===== src/design/lcdws_pkg.sv =====
`timescale 1ns / 1ps
// ----------------------------------------------------------------------------
// LCD nibble write sequencer - shared package
// Item kinds, queue sizing, register indexes and the power-up command table.
// ----------------------------------------------------------------------------
package lcdws_pkg;

	// Opcodes on the input channel
	localparam logic [1:0] OP_TICK     = 2'd0;
	localparam logic [1:0] OP_WR_CMD   = 2'd1;
	localparam logic [1:0] OP_WR_DATA  = 2'd2;
	localparam logic [1:0] OP_RUN_INIT = 2'd3;

	// Configuration register indexes
	localparam int unsigned CFG_IDX_W = 2;
	localparam logic [CFG_IDX_W-1:0] CFG_ENABLE_PHASE = 2'd0;
	localparam logic [CFG_IDX_W-1:0] CFG_BYTE_GAP     = 2'd1;
	localparam logic [CFG_IDX_W-1:0] CFG_INIT_GAP     = 2'd2;
	localparam int unsigned CFG_DATA_W = 16;

	// Register reset values
	localparam logic [7:0]  ENABLE_PHASE_RST = 8'd10;
	localparam logic [15:0] BYTE_GAP_RST     = 16'd100;
	localparam logic [15:0] INIT_GAP_RST     = 16'd10000;

	// Decoupling queue: depth must be a power of two
	localparam int unsigned QUEUE_AW    = 2;
	localparam int unsigned QUEUE_DEPTH = 1 << QUEUE_AW;

	// Power-up sequence
	localparam logic [3:0] INIT_LEN = 4'd10;

	typedef enum logic [1:0] {
		KIND_TICK,
		KIND_WRITE,
		KIND_INIT
	} item_kind_t;

	typedef struct packed {
		item_kind_t kind;
		logic       rs;
		logic [7:0] data;
	} item_t;

	function automatic logic [7:0] init_cmd(input logic [3:0] idx);
		logic [7:0] cmd;
		unique case (idx)
			4'd0:    cmd = 8'h30;
			4'd1:    cmd = 8'h30;
			4'd2:    cmd = 8'h30;
			4'd3:    cmd = 8'h20;
			4'd4:    cmd = 8'h28;
			4'd5:    cmd = 8'h06;
			4'd6:    cmd = 8'h01;
			4'd7:    cmd = 8'h02;
			4'd8:    cmd = 8'h08;
			4'd9:    cmd = 8'h0F;
			default: cmd = 8'h00;
		endcase
		return cmd;
	endfunction

endpackage


===== src/design/lcdws_front.sv =====
`timescale 1ns / 1ps
// ----------------------------------------------------------------------------
// LCD nibble write sequencer - front end
// Decodes incoming transfers into items and queues them for the sequencer.
// ----------------------------------------------------------------------------
module lcdws_front (
	input  logic                clk,
	input  logic                arst_n,
	input  logic                s_tvalid,
	output logic                s_tready,
	input  logic [7:0]          s_tdata,  // [7:0] value
	input  logic [1:0]          s_tuser,  // [1:0] op
	output logic                item_valid,
	output lcdws_pkg::item_t    item,
	input  logic                item_pop
);

	lcdws_pkg::item_t                   queue_q [lcdws_pkg::QUEUE_DEPTH];
	logic [lcdws_pkg::QUEUE_AW-1:0]     wr_ptr_q;
	logic [lcdws_pkg::QUEUE_AW-1:0]     rd_ptr_q;
	logic [lcdws_pkg::QUEUE_AW:0]       count_q;
	lcdws_pkg::item_t                   dec;
	logic                               push;

	// Classify: init request carries its first command already
	always_comb begin
		dec.rs   = 1'b0;
		dec.data = s_tdata;
		unique case (s_tuser)
			lcdws_pkg::OP_TICK:     dec.kind = lcdws_pkg::KIND_TICK;
			lcdws_pkg::OP_WR_CMD:   dec.kind = lcdws_pkg::KIND_WRITE;
			lcdws_pkg::OP_WR_DATA: begin
				dec.kind = lcdws_pkg::KIND_WRITE;
				dec.rs   = 1'b1;
			end
			lcdws_pkg::OP_RUN_INIT: begin
				dec.kind = lcdws_pkg::KIND_INIT;
				dec.data = lcdws_pkg::init_cmd(4'd0);
			end
			default:                dec.kind = lcdws_pkg::KIND_TICK;
		endcase
	end

	assign s_tready   = (count_q != (lcdws_pkg::QUEUE_AW+1)'(lcdws_pkg::QUEUE_DEPTH));
	assign push       = s_tvalid && s_tready;
	assign item_valid = (count_q != '0);
	assign item       = queue_q[rd_ptr_q];

	always_ff @(posedge clk) begin
		if (push) begin
			queue_q[wr_ptr_q] <= dec;
		end
	end

	always_ff @(posedge clk or negedge arst_n) begin
		if (!arst_n) begin
			wr_ptr_q <= '0;
			rd_ptr_q <= '0;
			count_q  <= '0;
		end else begin
			if (push) begin
				wr_ptr_q <= wr_ptr_q + 1'b1;
			end
			if (item_pop) begin
				rd_ptr_q <= rd_ptr_q + 1'b1;
			end
			unique case ({push, item_pop})
				2'b10:   count_q <= count_q + 1'b1;
				2'b01:   count_q <= count_q - 1'b1;
				default: count_q <= count_q;
			endcase
		end
	end

endmodule


===== src/design/lcdws_back.sv =====
`timescale 1ns / 1ps
// ----------------------------------------------------------------------------
// LCD nibble write sequencer - back end
// Phase sequencer for nibble strobes, gaps and power-up, plus result register.
// ----------------------------------------------------------------------------
module lcdws_back (
	input  logic                                 clk,
	input  logic                                 arst_n,
	input  logic                                 cfg_we,
	input  logic [lcdws_pkg::CFG_IDX_W-1:0]      cfg_index,
	input  logic [lcdws_pkg::CFG_DATA_W-1:0]     cfg_data,
	input  logic                                 item_valid,
	input  lcdws_pkg::item_t                     item,
	output logic                                 item_pop,
	output logic                                 m_tvalid,
	input  logic                                 m_tready,
	output logic [7:0]                           m_tdata
);

	typedef enum logic [2:0] {
		PH_IDLE,
		PH_EN_LOW1,
		PH_EN_HIGH,
		PH_EN_LOW2,
		PH_BYTE_GAP,
		PH_INIT_GAP
	} phase_t;

	// Configuration
	logic [7:0]  en_phase_q;
	logic [15:0] byte_gap_q;
	logic [15:0] init_gap_q;

	// Sequencer state
	phase_t      phase_q, phase_d;
	logic        low_q, low_d;
	logic [15:0] cnt_q, cnt_d;
	logic [3:0]  idx_q, idx_d;
	logic        run_q, run_d;
	logic [7:0]  held_q, held_d;
	logic        rs_q, rs_d;
	logic        e_q, e_d;
	logic [3:0]  db_q, db_d;
	logic        rej;

	// Result register
	logic        m_valid_q;
	logic [7:0]  m_data_q;

	logic        busy;
	logic [15:0] plen;
	logic [15:0] cnt_dec;
	logic [3:0]  idx_inc;
	logic        bgap_end;
	logic        igap_end;
	logic        start;
	logic        start_rs;
	logic [7:0]  start_byte;

	assign busy     = (phase_q != PH_IDLE);
	assign plen     = (en_phase_q == 8'd0) ? 16'd1 : {8'd0, en_phase_q};
	assign cnt_dec  = (cnt_q == 16'd0) ? 16'd0 : cnt_q - 16'd1;
	assign idx_inc  = idx_q + 4'd1;
	assign item_pop = item_valid && (!m_valid_q || m_tready);

	always_comb begin
		phase_d    = phase_q;
		low_d      = low_q;
		cnt_d      = cnt_q;
		idx_d      = idx_q;
		run_d      = run_q;
		held_d     = held_q;
		rs_d       = rs_q;
		e_d        = e_q;
		db_d       = db_q;
		rej        = 1'b0;
		bgap_end   = 1'b0;
		igap_end   = 1'b0;
		start      = 1'b0;
		start_rs   = 1'b0;
		start_byte = 8'd0;

		if (item.kind == lcdws_pkg::KIND_TICK) begin
			if (busy) begin
				cnt_d = cnt_dec;
				if (cnt_dec == 16'd0) begin
					unique case (phase_q)
						PH_EN_LOW1: begin
							phase_d = PH_EN_HIGH;
							e_d     = 1'b1;
							cnt_d   = plen;
						end
						PH_EN_HIGH: begin
							phase_d = PH_EN_LOW2;
							e_d     = 1'b0;
							cnt_d   = plen;
						end
						PH_EN_LOW2: begin
							if (!low_q) begin
								low_d   = 1'b1;
								db_d    = held_q[3:0];
								phase_d = PH_EN_LOW1;
								cnt_d   = plen;
							end else if (byte_gap_q != 16'd0) begin
								phase_d = PH_BYTE_GAP;
								cnt_d   = byte_gap_q;
							end else begin
								bgap_end = 1'b1;
							end
						end
						PH_BYTE_GAP: bgap_end = 1'b1;
						PH_INIT_GAP: igap_end = 1'b1;
						default: begin
							phase_d = PH_IDLE;
							cnt_d   = 16'd0;
						end
					endcase
				end
			end
		end else if (busy) begin
			rej = 1'b1;
		end else begin
			start      = 1'b1;
			start_rs   = item.rs;
			start_byte = item.data;
			if (item.kind == lcdws_pkg::KIND_INIT) begin
				run_d = 1'b1;
				idx_d = 4'd0;
			end
		end

		// End of byte gap: on to the init gap, or done
		if (bgap_end) begin
			if (run_q) begin
				if (init_gap_q != 16'd0) begin
					phase_d = PH_INIT_GAP;
					cnt_d   = init_gap_q;
				end else begin
					igap_end = 1'b1;
				end
			end else begin
				phase_d = PH_IDLE;
				cnt_d   = 16'd0;
			end
		end

		// End of init gap: next power-up command, or sequence complete
		if (igap_end) begin
			if (idx_inc < lcdws_pkg::INIT_LEN) begin
				idx_d      = idx_inc;
				start      = 1'b1;
				start_rs   = 1'b0;
				start_byte = lcdws_pkg::init_cmd(idx_inc);
			end else begin
				run_d   = 1'b0;
				idx_d   = 4'd0;
				phase_d = PH_IDLE;
				cnt_d   = 16'd0;
			end
		end

		// Byte start: RS and high nibble with E low
		if (start) begin
			held_d  = start_byte;
			rs_d    = start_rs;
			low_d   = 1'b0;
			db_d    = start_byte[7:4];
			e_d     = 1'b0;
			phase_d = PH_EN_LOW1;
			cnt_d   = plen;
		end
	end

	always_ff @(posedge clk or negedge arst_n) begin
		if (!arst_n) begin
			en_phase_q <= lcdws_pkg::ENABLE_PHASE_RST;
			byte_gap_q <= lcdws_pkg::BYTE_GAP_RST;
			init_gap_q <= lcdws_pkg::INIT_GAP_RST;
		end else if (cfg_we) begin
			unique case (cfg_index)
				lcdws_pkg::CFG_ENABLE_PHASE: en_phase_q <= cfg_data[7:0];
				lcdws_pkg::CFG_BYTE_GAP:     byte_gap_q <= cfg_data;
				lcdws_pkg::CFG_INIT_GAP:     init_gap_q <= cfg_data;
				default:                     en_phase_q <= en_phase_q;
			endcase
		end
	end

	always_ff @(posedge clk or negedge arst_n) begin
		if (!arst_n) begin
			phase_q   <= PH_IDLE;
			low_q     <= 1'b0;
			cnt_q     <= 16'd0;
			idx_q     <= 4'd0;
			run_q     <= 1'b0;
			held_q    <= 8'd0;
			rs_q      <= 1'b0;
			e_q       <= 1'b0;
			db_q      <= 4'd0;
			m_valid_q <= 1'b0;
			m_data_q  <= 8'd0;
		end else begin
			if (item_pop) begin
				phase_q   <= phase_d;
				low_q     <= low_d;
				cnt_q     <= cnt_d;
				idx_q     <= idx_d;
				run_q     <= run_d;
				held_q    <= held_d;
				rs_q      <= rs_d;
				e_q       <= e_d;
				db_q      <= db_d;
				m_valid_q <= 1'b1;
				m_data_q  <= {rej, (phase_d != PH_IDLE), db_d, e_d, rs_d};
			end else if (m_tready) begin
				m_valid_q <= 1'b0;
			end
		end
	end

	assign m_tvalid = m_valid_q;
	assign m_tdata  = m_data_q;

endmodule


===== src/design/char_lcd_nibble_write_sequencer_unit.sv =====
`timescale 1ns / 1ps
// ----------------------------------------------------------------------------
// Character LCD 4-bit write sequencer - top level
// Runs command/data byte writes and the power-up sequence on a 4-bit
// display bus, timed by microsecond tick items; one pin snapshot per item.
// ----------------------------------------------------------------------------
//
//  channel  | direction | payload                                   | transfer
//  ---------+-----------+-------------------------------------------+-------------------
//  s_*      | in        | tuser[1:0] op, tdata[7:0] value            | s_tvalid & s_tready
//  m_*      | out       | tdata: rs, enable, data[3:0], busy, reject | m_tvalid & m_tready
//  cfg_*    | in        | cfg_index selects register, cfg_data value | cfg_we
//
//  - One item per cycle sustained while m_tready holds; m_tvalid rises after
//    the input transfer passes the queue write and then the sequencer step
//    into the result reg.
//  - Every item, tick or request, is one step of the phase sequencer: a busy
//    tick is a counter decrement plus up to three chained phase changes.
//  - A four-entry queue parts the decoder from the sequencer, so the input
//    keeps taking transfers while a result waits on m_tready, until it fills.
//  - arst_n clears the queue, the sequencer (idle, pins low) and restores the
//    timing registers to 10 / 100 / 10000 ticks. No clearing pass.
//
module char_lcd_nibble_write_sequencer_unit (
	input  logic                                 clk,
	input  logic                                 arst_n,
	// input stream
	input  logic                                 s_tvalid,
	output logic                                 s_tready,
	input  logic [7:0]                           s_tdata,   // [7:0] value
	input  logic [1:0]                           s_tuser,   // [1:0] op
	// result stream
	output logic                                 m_tvalid,
	input  logic                                 m_tready,
	output logic [7:0]                           m_tdata,   // [0] rs_pin, [1] enable_pin,
	                                                         // [5:2] data_pins, [6] busy_res,
	                                                         // [7] rejected
	// configuration writes
	input  logic                                 cfg_we,
	input  logic [lcdws_pkg::CFG_IDX_W-1:0]      cfg_index,
	input  logic [lcdws_pkg::CFG_DATA_W-1:0]     cfg_data
);

	logic             item_valid;
	logic             item_pop;
	lcdws_pkg::item_t item;

	// Decode and queue
	lcdws_front u_front (
		.clk        (clk),
		.arst_n     (arst_n),
		.s_tvalid   (s_tvalid),
		.s_tready   (s_tready),
		.s_tdata    (s_tdata),
		.s_tuser    (s_tuser),
		.item_valid (item_valid),
		.item       (item),
		.item_pop   (item_pop)
	);

	// Phase sequencer and result register
	lcdws_back u_back (
		.clk        (clk),
		.arst_n     (arst_n),
		.cfg_we     (cfg_we),
		.cfg_index  (cfg_index),
		.cfg_data   (cfg_data),
		.item_valid (item_valid),
		.item       (item),
		.item_pop   (item_pop),
		.m_tvalid   (m_tvalid),
		.m_tready   (m_tready),
		.m_tdata    (m_tdata)
	);

endmodule


===== config.mk =====
export PLATFORM = sky130hd
export DESIGN_NAME = char_lcd_nibble_write_sequencer_unit
export DESIGN_NICKNAME = d
export VERILOG_FILES = /design/src/design/lcdws_pkg.sv /design/src/design/lcdws_front.sv /design/src/design/lcdws_back.sv /design/src/design/char_lcd_nibble_write_sequencer_unit.sv
export SDC_FILE = /design/constraint.sdc
export NUM_CORES = 1
export LEC_CHECK = 0
export BUFFER_PORTS_ARGS = -buffer_cell sky130_fd_sc_hd__buf_4
export CORE_UTILIZATION = 30
export CTS_CLUSTER_SIZE = 28
export DETAILED_ROUTE_END_ITERATION = 6
export GPL_TIMING_DRIVEN = 0
export HOLD_SLACK_MARGIN = 0.1
export PLACE_DENSITY = 0.53
export SKIP_LAST_GASP = 1
export SLEW_MARGIN = 20
export SYNTH_ARGS = -nofsm -noshare
export SYNTH_HDL_FRONTEND = slang
export SYNTH_SLANG_ARGS = --single-unit

===== constraint.sdc =====
create_clock -name clk -period 8.6 [get_ports clk]
set_clock_uncertainty 0.1 [all_clocks]
set_input_delay 1.72 -clock clk [delete_from_list [all_inputs] [get_ports clk]]
set_output_delay 1.72 -clock clk [all_outputs]
set_load 0.03 [all_outputs]

# [Word level (Yosys, flattened, before mapping)]
# Memories as Yosys holds them, arrays and structs flattened.
# Cells that the tools add are included.
# Widths: inputs -> output; s select.
[word_totals] reg_bits=91 ram_bits=44 romBits=96 inputBits=33 output_inout_bits=10 word_cells=161 memories=2
[memory_table] name="(no name shown)" depth=16 width=6 read_ports=1 rd_clocked_by_memory_dff=0 wr=0 line_no="lcdws_pkg.sv:47" source="unique case (idx)"
[memory_table] name="u_front.queue_q" depth=4 width=11 read_ports=1 rd_clocked_by_memory_dff=0 wr=1 line_no="lcdws_front.sv:18" source="lcdws_pkg::item_t queue_q [lcdws_pkg::QUEUE_DEPTH];"
[op_classes] add_sub_neg=6 order_cmp=1 n_eq_ne=16 mux=88 n_reduce_logical=31
[op_table] op="$mux 16" count=12
[op_table] op="$mux 8" count=6
[op_table] op="$pmux 16 s3" count=1
[op_table] op="$mux 4" count=11
[op_table] op="$mux 1" count=42
[op_table] op="$mux 3" count=11
[op_table] op="$logic_not 16->1" count=2
[op_table] op="$reduce_bool 16->1" count=2
[op_table] op="$sub 16x1->16 const B" count=1
[op_table] op="$reduce_bool 2->1" count=7
[op_table] op="$pmux 3 s4" count=1
[op_table] op="$eq 2x2->1 const B" count=5
[op_table] op="$reduce_bool 3->1" count=3
[op_table] op="$logic_not 8->1" count=1
[op_table] op="$reduce_and 2->1" count=4
[op_table] op="$eq 2x1->1 const B" count=3
[op_table] op="$eq 3x2->1 const B" count=2
[op_table] op="$eq 3x3->1 const B" count=2
[op_table] op="$logic_not 2->1" count=3
[op_table] op="$pmux 2 s3" count=1
[op_table] op="$pmux 3 s2" count=1
[op_table] op="$reduce_or 2->1" count=3
[op_table] op="$reduce_and 5->1" count=1
[op_table] op="$add 2x1->2 const B" count=2
[op_table] op="13 further kinds" count=15

# [Depth between registers and ports, before layout]
[depth] ltp_word=14 ltp_mapped=13 mapped_depth_nobuf=10

# [By module]
# From an unflattened synthesis, not the netlist that was laid out.
[unflattened] hier_cells=607 area_unflattened_um2=6956.7
[by_module_without_submodules] mod="lcdws_back" n_inst=1 cells_each=505 area_each_um2=4879.7 seq_area_each_um2=1964.4
[by_module_without_submodules] mod="lcdws_front" n_inst=1 cells_each=102 area_each_um2=2077.0 seq_area_each_um2=1496.4

# [Least setup slack after synthesis]
# No wires, ideal clock.
[synth_path] path_kind="input port to flip-flop" start="in m_tready" end="reg u_front.count_q[1] (netlist name)" setup_time_ps=83 t_arrival_ps=3285 required_ps=8417 setup_slack_ps=5133 path_stages=8 path_buffers=1 cell_sequence="inv_1 > a21o_1 > clkbuf_1 > clkinv_1 > ha_1 > inv_1 > fa_1 > o21ai_0"
[synth_between] elab_chain_cells=4 word_cells_on_any_way=6 cone_classes="2 x eq/ne; 1 x mux; 3 x reduce/logical"
[synth_lines] item="start, declared" line_no="char_lcd_nibble_write_sequencer_unit.sv:34" source="input logic m_tready,"
[synth_lines] item="$logic_or 1x1->1 (*)" line_no="lcdws_back.sv:64" source="assign item_pop = item_valid && (!m_valid_q || m_tready);"
[synth_lines] item="$logic_and 1x1->1 (*)" line_no="lcdws_back.sv:64"
[synth_lines] item="named net item_pop" line_no="char_lcd_nibble_write_sequencer_unit.sv:45" source="logic item_pop;"
[synth_lines] item="$eq 2x1->1 / $eq 2x2->1 (equally long branches)" line_no="lcdws_front.sv:67" source="unique case ({push, item_pop})"
[synth_lines] item="$pmux 3 s2 / $reduce_bool 2->1 (equally long branches)"
[synth_lines] item="end signal, assigned" line_no="lcdws_front.sv:68" source="2'b10: count_q <= count_q + 1'b1;"
[synth_lines] item="end signal, assigned" line_no="lcdws_front.sv:69" source="2'b01: count_q <= count_q - 1'b1;"
[synth_lines] item="end signal, assigned" line_no="lcdws_front.sv:70" source="default: count_q <= count_q;"
[synth_lines] item="end, declared" line_no="lcdws_front.sv:21" source="logic [lcdws_pkg::QUEUE_AW:0] count_q;"
# The timed path passes the listed nets; every way through them passes the cells marked *.
# A chain may end at the register's enable or synchronous reset.

# [Final worst setup path]
[layout_path] start="reg u_back.cnt_q[3]" end="reg u_back.m_data_q[0], in the netlist u_back.m_tdata[0]"
[layout_between] elab_chain_cells=11 word_cells_on_any_way=16 cone_classes="1 x add/sub; 13 x mux; 2 x reduce/logical"
[layout_lines] item="start, declared" line_no="lcdws_back.sv:37" source="logic [15:0] cnt_q, cnt_d;"
[layout_lines] item="start signal, assigned" line_no="lcdws_back.sv:206" source="cnt_q <= cnt_d;"
[layout_lines] item="$sub 16x1->16 / $logic_not 16->1 (equally long branches)" line_no="lcdws_back.sv:62" source="assign cnt_dec = (cnt_q == 16'd0) ? 16'd0 : cnt_q - 16'd1;"
[layout_lines] item="$mux 16 (*)" line_no="lcdws_back.sv:62"
[layout_lines] item="$logic_not 16->1 (*)" line_no="lcdws_back.sv:86" source="if (cnt_dec == 16'd0) begin"
[layout_lines] item="$mux 1" line_no="lcdws_back.sv:86"
[layout_lines] item="$mux 1" line_no="lcdws_back.sv:84" source="if (busy) begin"
[layout_lines] item="$mux 1" line_no="lcdws_back.sv:83" source="if (item.kind == lcdws_pkg::KIND_TICK) begin"
[layout_lines] item="$mux 1" line_no="lcdws_back.sv:135" source="if (init_gap_q != 16'd0) begin"
[layout_lines] item="$mux 1" line_no="lcdws_back.sv:134" source="if (run_q) begin"
[layout_lines] item="$mux 1 (*)" line_no="lcdws_back.sv:133" source="if (bgap_end) begin"
[layout_lines] item="$mux 1" line_no="lcdws_back.sv:148" source="if (igap_end) begin"
[layout_lines] item="$mux 1 (*)" line_no="lcdws_back.sv:163" source="if (start) begin"
[layout_lines] item="end signal, assigned" line_no="lcdws_back.sv:214" source="m_data_q <= {rej, (phase_d != PH_IDLE), db_d, e_d, rs_d};"
[layout_lines] item="end, declared" line_no="lcdws_back.sv:48" source="logic [7:0] m_data_q;"
# Every way passes the cells marked *; elsewhere a longest branch is shown, timed or not.

==> results_dict.tcl <==
set metrics [dict create \
    grt-ovfl-total 0 \
    pre_cts_ws_ns 4.35 \
    clkLatencyLatePin_ns 0.42 \
    io_pins 43 \
    cp-end-kind "flop" \
    syn-num-nets 628 \
    synth_edf_count 44 \
    cts_buffers 17 \
    peakVddDrop_v 0.000165 \
    synth_flop_cell "dfrtp_1" \
    gp_congestion 0.947 \
    wl_per_cell_um 18.7 \
    synth_seq_cells 129 \
    hold_buffers 0 \
    violations "DRC" \
    synth_area_per_cell_um2 11.6 \
    slowest_delay_ns 0.65 \
    n_fill_cell 2167 \
    min_delay_path_depth 2 \
    ys_warn_count 0 \
    drive_gt1_share_pct 26.6 \
    finalHoldViolations 0 \
    die_w_um 152 \
    cts-root-buf "clkbuf_16" \
    worstPathMaxFanout 10 \
    grt_pass1_wl_um 28200 \
    antenna_cells 0 \
    drtAntennaViolNets 0 \
    fp-row-count 54 \
    tightest_slew_ns 1.09 \
    start_kind "flop" \
    yosys-top-cells-area "dfrtp_1, edfxtp_1, mux2_2, dfstp_2, mux4_2" \
    die-area_mm2 0.0231 \
    fin_nets 689 \
    slowest_stage "or4_1" \
    syn_inst 580 \
    antenna_found_initial 0 \
    via_per_inst 5.44 \
    period_share_pct 46.6 \
    drt_iter0_drc 369 \
    initial_utilization_pct 30.7 \
    fin_crit_ns 4.00 \
    slew_headroom_pct 26.7 \
    hold_class "reg -> reg" \
    synth_cell_type_count 73 \
    setup_viol 0 \
    area.growth.synth_to_final_pct 18.7 \
    final_cell_mix "dfrtp_1, edfxtp_1, mux2_2, buf_4, nand2_1" \
    grt_pass1_vias 5252 \
    cp_num_cells 10 \
    post_cts_buffers 0 \
    drc 6 \
    coreArea_mm2 0.0220 \
    fin_setup_tns_ns 0 \
    crit_required_ns 8.81 \
    grt_use_total_pct 15.7 \
    synthesis.area_mm2 0.00675 \
    path_clk_slew_ns 0.06 \
    path_delay_family "simple AND/OR/NAND/NOR gates" \
    status "finished, violations left" \
    worst-path-buf-inv 3 \
    layout_commonest_cell "dfrtp_1" \
    setup_slack_ns 4.60 \
    drt_wl_total_um 17500 \
    ctsResizeCount 0 \
    die_h_um 152 \
    arrival_ns 4.22 \
    synth.top_cell.area_share_pct 27.8 \
    p_leak_nw 3.11 \
    tritoncts "yes" \
    path_cells "buf_2 -> or4_1 -> nor3_1 -> mux2_2 -> nor4_2 -> nand3_1 -> a221oi_4 -> buf_6 -> inv_2 -> a32o_1" \
    firstDrtPassIters 7 \
    cts.sinks 129 \
    htree_levels 4 \
    fmax_mhz 250 \
    slew_viol_final 0 \
    p_per_area_mw_per_mm2 341 \
    rsz0062_at_grt "no" \
    clk_path_buf_depth 2 \
    io_buffers 42 \
    reg2reg_depth 10 \
    yosysSeqAreaShare_pct 51.3 \
    num_vias 5083 \
    synth_top_area_cell "dfrtp_1" \
    grt_max_degree 86 \
    dpl.hpwl_um 12700 \
    criticalPathCategory "reg -> reg" \
    async_flop_share_pct 65.9 \
    cap_violations 0 \
]
layer usage:
metal / vias up / track usage [%] / routed length, um
li1: 2352 / - / -
met1: 2541 / 20.0 / 7640
met2: 158 / 26.0 / 8610
met3: 32 / 3.25 / 846
met4: 0 / 6.32 / 385
met5: - / 0 / 0
flip-flops by register name (all words and copies together) (netlist names):
signal	flops
u_back.init_gap_q	16
u_back.low_q	1
u_back.held_q	4
u_back.en_phase_q	8
u_front.count_q	3
u_front.queue_q	44
u_back.m_tvalid	1
u_back.idx_q	4
u_back.byte_gap_q	16
u_back.m_tdata	8
u_back.phase_q	3
u_back.cnt_q	16
u_front.rd_ptr_q	2
u_front.wr_ptr_q	2
u_back.run_q	1
power by group:
part / total (mW) / switching [mW] / internal [mW]
logic: 1.08 / 0.653 / 0.429
registers: 0.934 / 0.126 / 0.808
clock network: 0.716 / 0.304 / 0.412
total: 2.73 / 1.08 / 1.65
logic make-up after synthesis:
group | after synthesis | share of synthesized area [%]
fa+ha+maj | 15 | 2.89
compound gates | 137 | 14.8
simple gates | 177 | 14.4
flops | 129 | 51.3
xor+xnor | 10 | 1.30
mux | 58 | 11.5
buf+inv | 54 | 3.80
stage by stage:
stage	cell area (um2)	instances	util (%)	hold WS, ns	power [mW]
after floorplan	6750	580	-	0.364	1.69
after global placement	7410	902	33.8	0.380	2.00
after detailed placement	7420	902	33.8	0.385	2.02
after CTS	8000	934	36.5	0.406	2.74
after global routing	8010	934	36.5	0.431	2.90
final	8010	934	36.5	0.397	2.73
area by class of cell:
cell class | count | area (um2) | area share (%)
flip-flops and latches | 129 | 3460 | 43.2
multi-input cells | 397 | 3030 | 37.9
clock buffers | 17 | 425 | 5.31
well taps | 280 | 350 | 4.38
repair buffers | 42 | 319 | 3.98
plain buffers | 30 | 166 | 2.08
clock inverters | 15 | 161 | 2.02
inverters | 24 | 90.1 | 1.13
tightest hold or removal path, cell delays in order (launching register included):
cell and delay, ns:
dfrtp_1 0.36, nand2_1 0.06, nand2_1 0.04
Yosys cell counts, types with 4 or more instances:
cell	n
dfrtp_1	75
edfxtp_1	44
mux2_2	43
nand2_1	40
o21ai_0	25
nor2_1	24
inv_1	22
a21oi_1	19
nor4_1	19
clkbuf_1	17
nand3_1	16
ha_1	14
nor3_1	14
a31oi_1	11
mux4_2	11
dfstp_2	10
a22o_1	9
nor2b_1	9
or3_1	9
and3_1	8
a22oi_1	7
o211ai_1	7
or4_1	7
a221o_1	6
o21a_1	6
xnor2_1	6
a32oi_1	5
buf_2	5
nand4_1	5
o31ai_1	5
or2_2	5
a21boi_0	4
nor2_2	4
xor2_1	4
final timing paths:
check / from / slack (ns) / endpoint
min reg2reg: u_back.m_tvalid$_DFFE_PN0P_ / 0.40 / u_back.m_tvalid$_DFFE_PN0P_
min in group asynchronous: arst_n / 1.21 / u_back.cnt_q[12]$_DFFE_PN0P_
min: u_back.m_tvalid$_DFFE_PN0P_ / 0.40 / u_back.m_tvalid$_DFFE_PN0P_
max: u_back.cnt_q[3]$_DFFE_PN0P_ / 4.60 / u_back.m_tdata[0]$_DFFE_PN0P_
max in group asynchronous: arst_n / 6.57 / u_back.en_phase_q[5]$_DFFE_PN0P_
max reg2reg: u_back.cnt_q[3]$_DFFE_PN0P_ / 4.60 / u_back.m_tdata[0]$_DFFE_PN0P_
No activity file was read; power rests on OpenSTA's default activity.
